`src/rtl/core/rdft_pkg.sv`:
```
package rdft_pkg;

  // Level ceiling. Every level is held in 8 bits, so the ceiling saturates at 255.
  localparam int LEVEL_MAX = 255;
  localparam int LEVEL_W   = 8;
  localparam int TOP_LEVEL = (LEVEL_MAX > 255) ? 255 : LEVEL_MAX;

  localparam int OPC_W   = 3;
  localparam int PARAM_W = 9;
  localparam int TIME_W  = 32;

  // Input item layout on the slave stream, lowest bit first.
  localparam int IN_OPC_LSB   = 0;
  localparam int IN_PARAM_LSB = IN_OPC_LSB + OPC_W;
  localparam int IN_DUR_LSB   = IN_PARAM_LSB + PARAM_W;
  localparam int IN_NOW_LSB   = IN_DUR_LSB + TIME_W;
  localparam int IN_BITS      = IN_NOW_LSB + TIME_W;
  localparam int IN_TDATA_W   = ((IN_BITS + 7) / 8) * 8;

  // Result layout on the master stream, lowest bit first.
  localparam int OUT_BITS    = LEVEL_W + 1 + LEVEL_W + 1;
  localparam int OUT_TDATA_W = ((OUT_BITS + 7) / 8) * 8;

  // Configuration port.
  localparam int CFG_IDX_W  = 2;
  localparam int CFG_DATA_W = 1;
  localparam logic [CFG_IDX_W-1:0] REG_INVERT  = 2'd0;
  localparam logic [CFG_IDX_W-1:0] REG_PWM     = 2'd1;
  localparam logic [CFG_IDX_W-1:0] REG_ENABLE  = 2'd2;

  // Opcodes as they arrive on the stream.
  localparam logic [OPC_W-1:0] OP_REFRESH = 3'd0;
  localparam logic [OPC_W-1:0] OP_ON      = 3'd1;
  localparam logic [OPC_W-1:0] OP_OFF     = 3'd2;
  localparam logic [OPC_W-1:0] OP_TOGGLE  = 3'd3;
  localparam logic [OPC_W-1:0] OP_SET     = 3'd4;
  localparam logic [OPC_W-1:0] OP_STEP    = 3'd5;
  localparam logic [OPC_W-1:0] OP_TICK    = 3'd6;

  // Fade interpolation: elapsed time times level difference, divided by the span.
  localparam int DVD_W = TIME_W + LEVEL_W;
  localparam int DIV_W = TIME_W;
  localparam int DIV_CNT_W = $clog2(DVD_W + 1);

  // Command queue between front and back.
  localparam int Q_DEPTH = 2;
  localparam int Q_PTR_W = (Q_DEPTH > 1) ? $clog2(Q_DEPTH) : 1;
  localparam int Q_CNT_W = $clog2(Q_DEPTH + 1);

  typedef enum logic [2:0] {
    CMD_REFRESH,
    CMD_ON,
    CMD_OFF,
    CMD_TOGGLE,
    CMD_SET,
    CMD_STEP,
    CMD_TICK,
    CMD_NOP
  } cmd_kind_t;

  typedef struct packed {
    cmd_kind_t                 kind;
    logic signed [PARAM_W-1:0] param;
    logic [TIME_W-1:0]         now;
    logic                      dur_nz;
    logic [TIME_W-1:0]         deadline;
  } cmd_t;

  typedef struct packed {
    logic [LEVEL_W-1:0] drive_level;
    logic               is_on;
    logic [LEVEL_W-1:0] level;
    logic               state_event;
  } res_t;

  typedef enum logic [2:0] {
    ST_IDLE,
    ST_DECIDE,
    ST_CHECK,
    ST_DIV_GO,
    ST_DIV_WAIT,
    ST_APPLY,
    ST_TOGGLE,
    ST_DONE
  } back_state_t;

  // Clamp a signed level to 0..TOP_LEVEL.
  function automatic logic [LEVEL_W-1:0] clamp_level(input logic signed [PARAM_W+1:0] v);
    logic [LEVEL_W-1:0] r;
    if (v < 0) begin
      r = '0;
    end else if (v > $signed((PARAM_W+2)'(TOP_LEVEL))) begin
      r = LEVEL_W'(TOP_LEVEL);
    end else begin
      r = v[LEVEL_W-1:0];
    end
    return r;
  endfunction

endpackage

```
`src/rtl/core/rdft_front.sv`:
```
// Front end: unpacks an incoming item, classifies the opcode and precomputes
// the deadline that any timed command would arm.
module rdft_front (
  input  logic                              s_tvalid,
  output logic                              s_tready,
  input  logic [rdft_pkg::IN_TDATA_W-1:0]   s_tdata,
  input  logic                              q_full,
  output logic                              push,
  output rdft_pkg::cmd_t                    cmd
);

  logic [rdft_pkg::OPC_W-1:0]  opcode;
  logic [rdft_pkg::TIME_W-1:0] duration;
  logic [rdft_pkg::TIME_W-1:0] now;
  rdft_pkg::cmd_kind_t         kind;

  assign opcode   = s_tdata[rdft_pkg::IN_OPC_LSB +: rdft_pkg::OPC_W];
  assign duration = s_tdata[rdft_pkg::IN_DUR_LSB +: rdft_pkg::TIME_W];
  assign now      = s_tdata[rdft_pkg::IN_NOW_LSB +: rdft_pkg::TIME_W];

  always_comb begin
    unique case (opcode)
      rdft_pkg::OP_REFRESH: kind = rdft_pkg::CMD_REFRESH;
      rdft_pkg::OP_ON:      kind = rdft_pkg::CMD_ON;
      rdft_pkg::OP_OFF:     kind = rdft_pkg::CMD_OFF;
      rdft_pkg::OP_TOGGLE:  kind = rdft_pkg::CMD_TOGGLE;
      rdft_pkg::OP_SET:     kind = rdft_pkg::CMD_SET;
      rdft_pkg::OP_STEP:    kind = rdft_pkg::CMD_STEP;
      rdft_pkg::OP_TICK:    kind = rdft_pkg::CMD_TICK;
      default:              kind = rdft_pkg::CMD_NOP;
    endcase
  end

  assign s_tready     = !q_full;
  assign push         = s_tvalid && !q_full;
  assign cmd.kind     = kind;
  assign cmd.param    = $signed(s_tdata[rdft_pkg::IN_PARAM_LSB +: rdft_pkg::PARAM_W]);
  assign cmd.now      = now;
  assign cmd.dur_nz   = (duration != '0);
  // Wraps modulo 2^32; a sum of zero reads later as "not armed".
  assign cmd.deadline = now + duration;

endmodule

```
`src/rtl/core/rdft_queue.sv`:
```
// Short command queue that lets the front keep accepting while the back works.
module rdft_queue (
  input  logic           clk,
  input  logic           rst,
  input  logic           push,
  input  rdft_pkg::cmd_t wr_cmd,
  output logic           full,
  input  logic           pop,
  output logic           rd_valid,
  output rdft_pkg::cmd_t rd_cmd
);

  rdft_pkg::cmd_t                   entries [rdft_pkg::Q_DEPTH];
  logic [rdft_pkg::Q_PTR_W-1:0]     wr_ptr;
  logic [rdft_pkg::Q_PTR_W-1:0]     rd_ptr;
  logic [rdft_pkg::Q_CNT_W-1:0]     count;
  logic                             do_push;
  logic                             do_pop;

  assign full     = (count == rdft_pkg::Q_CNT_W'(rdft_pkg::Q_DEPTH));
  assign rd_valid = (count != '0);
  assign rd_cmd   = entries[rd_ptr];
  assign do_push  = push && !full;
  assign do_pop   = pop && rd_valid;

  function automatic logic [rdft_pkg::Q_PTR_W-1:0] bump(input logic [rdft_pkg::Q_PTR_W-1:0] p);
    logic [rdft_pkg::Q_PTR_W-1:0] r;
    if (p == rdft_pkg::Q_PTR_W'(rdft_pkg::Q_DEPTH - 1)) begin
      r = '0;
    end else begin
      r = p + 1'b1;
    end
    return r;
  endfunction

  always_ff @(posedge clk) begin
    if (do_push) begin
      entries[wr_ptr] <= wr_cmd;
    end
  end

  always_ff @(posedge clk) begin
    if (rst) begin
      wr_ptr <= '0;
      rd_ptr <= '0;
      count  <= '0;
    end else begin
      if (do_push) begin
        wr_ptr <= bump(wr_ptr);
      end
      if (do_pop) begin
        rd_ptr <= bump(rd_ptr);
      end
      if (do_push && !do_pop) begin
        count <= count + 1'b1;
      end else if (do_pop && !do_push) begin
        count <= count - 1'b1;
      end
    end
  end

endmodule

```
`src/rtl/core/rdft_div.sv`:
```
// Restoring unsigned divider, one quotient bit per cycle. The quotient
// shifts into the dividend register as the dividend shifts out.
module rdft_div (
  input  logic                         clk,
  input  logic                         rst,
  input  logic                         start,
  input  logic [rdft_pkg::DVD_W-1:0]   dividend,
  input  logic [rdft_pkg::DIV_W-1:0]   divisor,
  output logic                         done,
  output logic [rdft_pkg::DVD_W-1:0]   quotient
);

  logic [rdft_pkg::DVD_W-1:0]     quo;
  logic [rdft_pkg::DIV_W:0]       rem;
  logic [rdft_pkg::DIV_W-1:0]     dsr;
  logic [rdft_pkg::DIV_CNT_W-1:0] cnt;
  logic                           busy;
  logic [rdft_pkg::DIV_W:0]       rem_sh;
  logic                           ge;
  logic [rdft_pkg::DIV_W:0]       rem_next;

  assign rem_sh   = {rem[rdft_pkg::DIV_W-1:0], quo[rdft_pkg::DVD_W-1]};
  assign ge       = (rem_sh >= {1'b0, dsr});
  assign rem_next = ge ? (rem_sh - {1'b0, dsr}) : rem_sh;
  assign quotient = quo;

  always_ff @(posedge clk) begin
    if (rst) begin
      busy <= 1'b0;
      done <= 1'b0;
      cnt  <= '0;
    end else begin
      done <= 1'b0;
      if (start) begin
        quo  <= dividend;
        rem  <= '0;
        dsr  <= divisor;
        cnt  <= rdft_pkg::DIV_CNT_W'(rdft_pkg::DVD_W);
        busy <= 1'b1;
      end else if (busy) begin
        quo <= {quo[rdft_pkg::DVD_W-2:0], ge};
        rem <= rem_next;
        cnt <= cnt - 1'b1;
        if (cnt == rdft_pkg::DIV_CNT_W'(1)) begin
          busy <= 1'b0;
          done <= 1'b1;
        end
      end
    end
  end

endmodule

```
`src/rtl/core/rdft_back.sv`:
```
// Back end: holds the channel state and configuration, carries out one
// command at a time and presents the result in an output register.
module rdft_back (
  input  logic                              clk,
  input  logic                              rst,
  input  logic                              cfg_we,
  input  logic [rdft_pkg::CFG_IDX_W-1:0]    cfg_index,
  input  logic [rdft_pkg::CFG_DATA_W-1:0]   cfg_data,
  input  logic                              cmd_valid,
  input  rdft_pkg::cmd_t                    cmd,
  output logic                              pop,
  output logic                              res_valid,
  input  logic                              res_ready,
  output rdft_pkg::res_t                    res
);

  localparam logic [rdft_pkg::LEVEL_W-1:0] TOP = rdft_pkg::LEVEL_W'(rdft_pkg::TOP_LEVEL);

  rdft_pkg::back_state_t state;
  rdft_pkg::back_state_t state_next;

  // Configuration.
  logic invert_output;
  logic pwm_mode;
  logic output_enabled;

  // Channel state.
  logic                          on_flag;
  logic [rdft_pkg::LEVEL_W-1:0]  cur_level;
  logic [rdft_pkg::LEVEL_W-1:0]  fade_from;
  logic [rdft_pkg::LEVEL_W-1:0]  fade_to;
  logic [rdft_pkg::TIME_W-1:0]   fade_start;
  logic [rdft_pkg::TIME_W-1:0]   fade_end;
  logic [rdft_pkg::TIME_W-1:0]   toggle_deadline;

  // Per-command working registers.
  rdft_pkg::cmd_t                c;
  logic                          ev;
  logic [rdft_pkg::DVD_W-1:0]    prod;
  logic [rdft_pkg::DIV_W-1:0]    span_r;

  logic                          div_start;
  logic                          div_done;
  logic [rdft_pkg::DVD_W-1:0]    quo;
  logic                          out_free;
  logic                          out_load;

  logic [rdft_pkg::TIME_W-1:0]   td_kept;
  logic signed [rdft_pkg::PARAM_W+1:0] p_ext;
  logic signed [rdft_pkg::PARAM_W+1:0] step_sum;
  logic [rdft_pkg::LEVEL_W-1:0]  target;
  logic [rdft_pkg::TIME_W-1:0]   elapsed;
  logic [rdft_pkg::TIME_W-1:0]   span;
  logic                          neg;
  logic [rdft_pkg::LEVEL_W-1:0]  mag;
  logic [rdft_pkg::DVD_W-1:0]    prod_c;
  logic                          fade_active;
  logic                          fade_over;
  logic [rdft_pkg::LEVEL_W-1:0]  headroom;
  logic                          q_big;
  logic [rdft_pkg::LEVEL_W-1:0]  interp;
  logic [rdft_pkg::LEVEL_W-1:0]  drive;

  // A level change keeps the auto-toggle only while its deadline lies ahead.
  assign td_kept  = (toggle_deadline <= c.now) ? '0 : toggle_deadline;

  assign p_ext    = (rdft_pkg::PARAM_W+2)'(c.param);
  assign step_sum = p_ext + $signed({2'b00, 1'b0, cur_level});
  assign target   = rdft_pkg::clamp_level((c.kind == rdft_pkg::CMD_STEP) ? step_sum : p_ext);

  assign elapsed     = c.now - fade_start;
  assign span        = fade_end - fade_start;
  assign neg         = (fade_to < fade_from);
  assign mag         = neg ? (fade_from - fade_to) : (fade_to - fade_from);
  assign prod_c      = rdft_pkg::DVD_W'(elapsed) * rdft_pkg::DVD_W'(mag);
  assign fade_active = (fade_end != '0);
  assign fade_over   = (c.now >= fade_end);

  // Offset the start level by the truncated quotient, clamped to 0..TOP.
  assign headroom = TOP - fade_from;
  assign q_big    = (quo[rdft_pkg::DVD_W-1:rdft_pkg::LEVEL_W] != '0);
  always_comb begin
    if (neg) begin
      interp = (q_big || (quo[rdft_pkg::LEVEL_W-1:0] > fade_from)) ? '0
             : (fade_from - quo[rdft_pkg::LEVEL_W-1:0]);
    end else begin
      interp = (q_big || (quo[rdft_pkg::LEVEL_W-1:0] > headroom)) ? TOP
             : (fade_from + quo[rdft_pkg::LEVEL_W-1:0]);
    end
  end

  always_comb begin
    if (!output_enabled) begin
      drive = '0;
    end else if (pwm_mode) begin
      if (on_flag) begin
        drive = invert_output ? (TOP - cur_level) : cur_level;
      end else begin
        drive = invert_output ? TOP : '0;
      end
    end else begin
      drive = {{(rdft_pkg::LEVEL_W-1){1'b0}}, on_flag ^ invert_output};
    end
  end

  assign out_free = !res_valid || res_ready;

  rdft_div u_div (
    .clk      (clk),
    .rst      (rst),
    .start    (div_start),
    .dividend (prod),
    .divisor  (span_r),
    .done     (div_done),
    .quotient (quo)
  );

  // Next state.
  always_comb begin
    state_next = state;
    unique case (state)
      rdft_pkg::ST_IDLE: begin
        if (cmd_valid) begin
          state_next = rdft_pkg::ST_DECIDE;
        end
      end
      rdft_pkg::ST_DECIDE: begin
        unique case (c.kind) inside
          rdft_pkg::CMD_SET, rdft_pkg::CMD_STEP: begin
            state_next = c.dur_nz ? rdft_pkg::ST_CHECK : rdft_pkg::ST_DONE;
          end
          rdft_pkg::CMD_TICK: state_next = rdft_pkg::ST_CHECK;
          default:            state_next = rdft_pkg::ST_DONE;
        endcase
      end
      rdft_pkg::ST_CHECK: begin
        if (fade_active && !fade_over && (span != '0)) begin
          state_next = rdft_pkg::ST_DIV_GO;
        end else begin
          state_next = rdft_pkg::ST_TOGGLE;
        end
      end
      rdft_pkg::ST_DIV_GO:   state_next = rdft_pkg::ST_DIV_WAIT;
      rdft_pkg::ST_DIV_WAIT: begin
        if (div_done) begin
          state_next = rdft_pkg::ST_APPLY;
        end
      end
      rdft_pkg::ST_APPLY:  state_next = rdft_pkg::ST_TOGGLE;
      rdft_pkg::ST_TOGGLE: state_next = rdft_pkg::ST_DONE;
      rdft_pkg::ST_DONE: begin
        if (out_free) begin
          state_next = rdft_pkg::ST_IDLE;
        end
      end
      default: state_next = rdft_pkg::ST_IDLE;
    endcase
  end

  // Control outputs.
  always_comb begin
    pop       = (state == rdft_pkg::ST_IDLE) && cmd_valid;
    div_start = (state == rdft_pkg::ST_DIV_GO);
    out_load  = (state == rdft_pkg::ST_DONE) && out_free;
  end

  always_ff @(posedge clk) begin
    if (rst) begin
      state <= rdft_pkg::ST_IDLE;
    end else begin
      state <= state_next;
    end
  end

  always_ff @(posedge clk) begin
    if (rst) begin
      invert_output  <= 1'b0;
      pwm_mode       <= 1'b0;
      output_enabled <= 1'b1;
    end else if (cfg_we) begin
      unique case (cfg_index)
        rdft_pkg::REG_INVERT: invert_output  <= cfg_data[0];
        rdft_pkg::REG_PWM:    pwm_mode       <= cfg_data[0];
        rdft_pkg::REG_ENABLE: output_enabled <= cfg_data[0];
        default: ;
      endcase
    end
  end

  // Command execution.
  always_ff @(posedge clk) begin
    if (rst) begin
      on_flag         <= 1'b0;
      cur_level       <= '0;
      fade_from       <= '0;
      fade_to         <= '0;
      fade_start      <= '0;
      fade_end        <= '0;
      toggle_deadline <= '0;
      ev              <= 1'b0;
    end else begin
      case (state)
        rdft_pkg::ST_IDLE: begin
          if (cmd_valid) begin
            c  <= cmd;
            ev <= 1'b0;
          end
        end
        rdft_pkg::ST_DECIDE: begin
          case (c.kind) inside
            rdft_pkg::CMD_REFRESH: begin
              toggle_deadline <= '0;
              ev              <= 1'b1;
            end
            rdft_pkg::CMD_ON, rdft_pkg::CMD_OFF, rdft_pkg::CMD_TOGGLE: begin
              if (c.kind == rdft_pkg::CMD_ON) begin
                on_flag <= 1'b1;
              end else if (c.kind == rdft_pkg::CMD_OFF) begin
                on_flag <= 1'b0;
              end else begin
                on_flag <= !on_flag;
              end
              toggle_deadline <= c.dur_nz ? c.deadline : '0;
              ev              <= 1'b1;
            end
            rdft_pkg::CMD_SET, rdft_pkg::CMD_STEP: begin
              if (c.dur_nz) begin
                fade_from  <= cur_level;
                fade_to    <= target;
                fade_start <= c.now;
                fade_end   <= c.deadline;
              end else begin
                cur_level       <= target;
                fade_end        <= '0;
                toggle_deadline <= td_kept;
                ev              <= 1'b1;
              end
            end
            default: ;
          endcase
        end
        rdft_pkg::ST_CHECK: begin
          prod   <= prod_c;
          span_r <= span;
          if (fade_active) begin
            if (fade_over) begin
              fade_end <= '0;
              ev       <= 1'b1;
              if (fade_to != cur_level) begin
                cur_level       <= fade_to;
                toggle_deadline <= td_kept;
              end
            end else if (span == '0) begin
              if (fade_from != cur_level) begin
                cur_level       <= fade_from;
                toggle_deadline <= td_kept;
              end
            end
          end
        end
        rdft_pkg::ST_APPLY: begin
          if (interp != cur_level) begin
            cur_level       <= interp;
            toggle_deadline <= td_kept;
          end
        end
        rdft_pkg::ST_TOGGLE: begin
          if ((toggle_deadline != '0) && (c.now > toggle_deadline)) begin
            on_flag         <= !on_flag;
            toggle_deadline <= '0;
            ev              <= 1'b1;
          end
        end
        default: ;
      endcase
    end
  end

  always_ff @(posedge clk) begin
    if (rst) begin
      res_valid <= 1'b0;
    end else if (out_load) begin
      res_valid <= 1'b1;
    end else if (res_ready) begin
      res_valid <= 1'b0;
    end
  end

  always_ff @(posedge clk) begin
    if (out_load) begin
      res.drive_level <= drive;
      res.is_on       <= on_flag;
      res.level       <= cur_level;
      res.state_event <= ev;
    end
  end

endmodule

```
`src/rtl/core/relay_dimmer_fade_timeout_top.sv`:
```
// Channel       | Direction | Handshake           | Payload
// s (commands)  | in        | s_tvalid / s_tready | s_tdata: opcode, param, duration_ms, now_ms
// m (results)   | out       | m_tvalid / m_tready | m_tdata: drive_level, is_on, level, state_event
// cfg           | in        | cfg_we              | cfg_index, cfg_data
//
// Every item gives exactly one result item. Refresh, on, off, toggle and an
// untimed set or step pass DECIDE and DONE in the back end; a tick or a timed set
// or step that needs no interpolation adds CHECK and TOGGLE; one that interpolates a
// fade adds DIV_GO, DIV_WAIT (40-step restoring divider, one quotient bit per cycle), APPLY.
// Reset is synchronous and active high; it clears the channel state, the queue
// and the configuration (output enabled, not inverted, digital mode).
// A two-entry command queue sits between the front and the back, so the input
// keeps accepting items while a result waits in the output register, until the
// queue is full.
module relay_dimmer_fade_timeout_top (
  input  logic                              clk,
  input  logic                              rst,
  // Configuration: index 0 invert_output, 1 pwm_mode, 2 output_enabled.
  input  logic                              cfg_we,
  input  logic [rdft_pkg::CFG_IDX_W-1:0]    cfg_index,
  input  logic [rdft_pkg::CFG_DATA_W-1:0]   cfg_data,
  input  logic                              s_tvalid,
  output logic                              s_tready,
  // From bit 0 up: opcode[2:0], param[11:3] (signed), duration_ms[43:12],
  // now_ms[75:44], zero fill.
  input  logic [rdft_pkg::IN_TDATA_W-1:0]   s_tdata,
  output logic                              m_tvalid,
  input  logic                              m_tready,
  // From bit 0 up: drive_level[7:0], is_on[8], level[16:9], state_event[17],
  // zero fill.
  output logic [rdft_pkg::OUT_TDATA_W-1:0]  m_tdata
);

  rdft_pkg::cmd_t front_cmd;
  rdft_pkg::cmd_t head_cmd;
  rdft_pkg::res_t res;
  logic           push;
  logic           q_full;
  logic           head_valid;
  logic           pop;

  // Front end: decode the item and precompute its deadline.
  rdft_front u_front (
    .s_tvalid (s_tvalid),
    .s_tready (s_tready),
    .s_tdata  (s_tdata),
    .q_full   (q_full),
    .push     (push),
    .cmd      (front_cmd)
  );

  // Decouples acceptance from execution.
  rdft_queue u_queue (
    .clk      (clk),
    .rst      (rst),
    .push     (push),
    .wr_cmd   (front_cmd),
    .full     (q_full),
    .pop      (pop),
    .rd_valid (head_valid),
    .rd_cmd   (head_cmd)
  );

  // Back end: state, fade interpolation, auto-toggle and drive.
  rdft_back u_back (
    .clk       (clk),
    .rst       (rst),
    .cfg_we    (cfg_we),
    .cfg_index (cfg_index),
    .cfg_data  (cfg_data),
    .cmd_valid (head_valid),
    .cmd       (head_cmd),
    .pop       (pop),
    .res_valid (m_tvalid),
    .res_ready (m_tready),
    .res       (res)
  );

  assign m_tdata = {{(rdft_pkg::OUT_TDATA_W - rdft_pkg::OUT_BITS){1'b0}},
                    res.state_event, res.level, res.is_on, res.drive_level};

endmodule
```
`config.mk`:
```
export PLATFORM = sky130hd
export DESIGN_NAME = relay_dimmer_fade_timeout_top
export DESIGN_NICKNAME = d
export VERILOG_FILES = /design/src/rtl/core/rdft_pkg.sv /design/src/rtl/core/rdft_front.sv /design/src/rtl/core/rdft_queue.sv /design/src/rtl/core/rdft_div.sv /design/src/rtl/core/rdft_back.sv /design/src/rtl/core/relay_dimmer_fade_timeout_top.sv
export SDC_FILE = /design/constraint.sdc
export NUM_CORES = 2
export LEC_CHECK = 0
export BUFFER_PORTS_ARGS = -buffer_cell sky130_fd_sc_hd__clkbuf_2
export CAP_MARGIN = 20
export CORE_AREA = 8 8 331 333
export DETAILED_ROUTE_END_ITERATION = 16
export DIE_AREA = 0 0 339 341
export PLACE_DENSITY = 0.53
export RECOVER_POWER = 25
export SYNTH_ARGS = -nofsm -noshare
export SYNTH_HDL_FRONTEND = slang
export SYNTH_HIERARCHICAL = 1
export SYNTH_SLANG_ARGS = --single-unit
```
`constraint.sdc`:
```
create_clock -name clk -period 25.9 [get_ports clk]
set_input_delay 2.59 -clock clk [delete_from_list [all_inputs] [get_ports clk]]
set_output_delay 2.59 -clock clk [all_outputs]
set_load 0.01 [all_outputs]
```
==> impl_metrics.tcl <==
set metrics [dict create \
    status "complete, but fails checks" \
    violations "capacitance limit, slew limit" \
    dp_hpwl_mm 76.9 \
    slew_headroom_pct -114 \
    vias 29442 \
    power_frac_seq_pct 34.0 \
    yosysTopAreaCellShare_pct 31.6 \
    switching_share_pct 38.8 \
    clkLatencyLatePin_ns 0.65 \
    via_per_inst 5.31 \
    fin_crit_sh_pct 39.1 \
    cts_sinks 567 \
    start_util_pct 38.7 \
    netSwitchingPower_mw 1.47 \
    synth_most_common_cell "nor2_1" \
    crit_required_ns 26.26 \
    drtIter0Drc 1932 \
    wl_per_cell_um 18.7 \
    ys_top_cells_by_area "edfxtp_1 32%, fa_1 9.4%, ha_1 9.0%" \
    antenna_cells 0 \
    die_area_um2 116000 \
    place_congestion 0.888 \
    setup_violations 0 \
    ys_async_sr_fraction_pct 0 \
    syn_inst 4063 \
    synth_area_um2 40400 \
    cpPeakStageDelay_ns 0.65 \
    rsz0062_at_grt "false" \
    area_delta_synth_final_pct 9.48 \
    grt_pass1_wl_mm 165 \
    critPathBufInv 4 \
    ant_nets 0 \
    fp.dieW_um 339 \
    pwr-share-comb_pct 40.3 \
    firstDrtPassIters 5 \
    yosysTopAreaCell "edfxtp_1" \
    r2r_slack_ns 15.78 \
    max_freq_mhz 98.8 \
    tns_ns 0 \
    synth_edf_count 425 \
    crit_fanout 32 \
    clk_pin_slew_ns 0.06 \
    p_per_area_nw_per_um2 85.3 \
    p_clk_share_pct 25.7 \
    overflow 0 \
    drv_cap 3 \
    cts-resized-gates 0 \
    worstSetupPathType "reg2reg" \
    postCtsSetupBuffers 0 \
    cts_buffers 71 \
    critPathMostFrequentCell "fa_1" \
    cp_top_family "compound AO/OA/AOI/OAI gates" \
    synth_top_flop_cell "edfxtp_1" \
    fill_cells 10222 \
    num_rows 119 \
    synth-warning-count 6 \
    nets 4665 \
    hold_buffers 0 \
    antenna_found_initial 1 \
    drive_gt1_share_pct 10.6 \
    clock_path_buffers 3 \
    setup_ws_ns 15.78 \
    htree_levels 3 \
    power.leakage_nw 18.0 \
    synth_commonest_cells "427 x nor2_1, 425 x edfxtp_1, 415 x inv_1, 292 x a21oi_1, 292 x ha_1" \
    root_buffer "clkbuf_16" \
    synth_seq_area_share_pct 38.6 \
    hp-class "reg2reg" \
    grt_pass1_vias 29622 \
    endpoint_kind "register" \
    cts_tree "built" \
    internal_power_mw 2.31 \
    num_io_pins 114 \
    ir_drop_mv 0.0623 \
    min_period_ns 10.12 \
    drc 0 \
    hold_viol 0 \
    pre_cts_ws_ns 15.78 \
    arrival_ns 10.48 \
    port_buffers 103 \
    synth_area_per_cell_um2 9.94 \
    skew_ns 0.0319 \
    cp_slowest_cell "a2111oi_0" \
    ys_seq_elements 567 \
    core_um2 104000 \
    grt_max_degree 73 \
    synth_cell_types 111 \
    worst_pin_slew_ns 3.22 \
    grt_usage_pct 17.5 \
    slew_violations 138 \
    die_h_um 341 \
    worst_setup_path_start_kind "register" \
    wl_mm 104 \
]
-- metrics by stage --
stage                     utilization (%)  area, um2  std cells  hold slack, ns  total power [mW]
final                                42.4      44200       5544           0.402              3.77
after global routing                 42.4      44200       5544           0.417              4.02
after CTS                            42.5      44400       5541           0.407              3.83
after detailed placement             40.3      42100       5411           0.405              2.84
after global placement               40.3      42100       5410           0.401              2.83
after floorplan                         -      40400       4068           0.400              2.38
-- cell usage in the layout, fill, tap and decap left out, types with 14 or more instances in the layout --
master,synthesis,layout
edfxtp_1,425,425
nor2_1,427,423
inv_1,415,414
ha_1,292,292
a21oi_1,292,291
nand2_1,273,273
fa_1,189,189
dfxtp_1,142,142
o21ai_0,123,124
a21o_1,114,114
xnor2_1,112,107
nand3_1,93,93
mux2_2,87,87
xor2_1,73,72
clkbuf_16,0,71
or2_2,66,66
clkbuf_2,2,60
clkbuf_1,110,57
nor3_1,53,53
buf_4,49,50
nand4_1,47,47
o211ai_1,46,46
nor4_1,46,45
a32oi_1,36,36
a211oi_1,35,35
nor2b_1,34,34
nand2b_1,30,30
o21ai_1,29,28
mux2_1,0,28
o21a_1,27,27
or3_1,24,25
o21bai_1,21,21
and2_1,21,20
mux2i_1,21,20
a31oi_1,17,17
and3_1,15,15
clkinv_1,1,14
o31ai_1,14,14
-- layout make-up --
class                      instances  area (um2)  share of cell area (%)
clock inverter                    42         385                   0.871
timing repair buffer             156         858                    1.94
clock buffer                      88        1890                    4.27
sequential                       567       15600                    35.3
inverter                         418        1570                    3.55
tap                             1391        1740                    3.93
multi-input combinational       2882       22200                    50.1
-- sequential cells by signal (all words and copies together), names as in the netlist, 2 cells and up, named ones only --
register	cells
u_back/fade_to	8
u_back/fade_end	32
u_back/prod	40
u_back/res	18
u_back/u_div/dsr	32
u_back/u_div/cnt	6
u_queue/count	2
u_back/u_div/quotient	40
u_back/state	3
u_back/cur_level	8
u_queue/entries	154
u_back/c	77
u_back/span_r	32
u_back/toggle_deadline	32
u_back/u_div/rem	32
u_back/fade_start	32
u_back/fade_from	8
-- power groups by stage --
stage	sequential [mW]	clock (mW)	combinational [mW]
2_1_floorplan	1.26	0	1.13
3_3_place_gp	1.30	0	1.52
3_5_place_dp	1.30	0	1.54
4_1_cts	1.29	1.00	1.54
5_1_grt	1.30	1.03	1.69
6_report	1.28	0.969	1.52
-- path summary, 6_finish.rpt --
path | startpoint | to | depth (start not counted)
max | u_back/fade_from[1] | u_back/prod[38] | 34
min | u_back/span_r[19] | u_back/u_div/dsr[19] | 0
max reg2reg | u_back/fade_from[1] | u_back/prod[38] | 34
min reg2reg | u_back/span_r[19] | u_back/u_div/dsr[19] | 0
-- layer usage --
layer  global-route usage (%)  routed length [um]  up-vias
met3                     2.18                4000      139
met1                     23.3               47900    14349
li1                         -                   -    14344
met4                     5.38                2600        0
met5                        0                   0        -
met2                     29.7               49400      610
-- worst register-to-register path, delay by kind of cell (launching register included) --
| kind | cells | cell delay (ns) |
|---|---|---|
| buffers and inverters | 4 | 0.71 |
| AND/OR/NAND/NOR | 4 | 0.40 |
| adder cells (fa/ha/maj) | 6 | 2.97 |
| AO/OA/AOI/OAI | 18 | 4.86 |
| flip-flops | 1 | 0.60 |
| XOR/XNOR | 2 | 0.31 |
-- logic make-up after synthesis --
| logic type | count (synthesis) | share of synthesized area (%) |
|---|---|---|
| adders and majority gates | 481 | 18.4 |
| other | 1 | 0.00928 |
| xor gates and xnor gates | 185 | 4.01 |
| buffers and inverters | 619 | 6.57 |
| DFF | 567 | 38.6 |
| and+or+nand+nor | 1183 | 13.9 |
| muxes | 138 | 4.06 |
| AOI/OAI and AO/OA | 889 | 14.4 |
No activity file was read; power rests on OpenSTA's default activity.
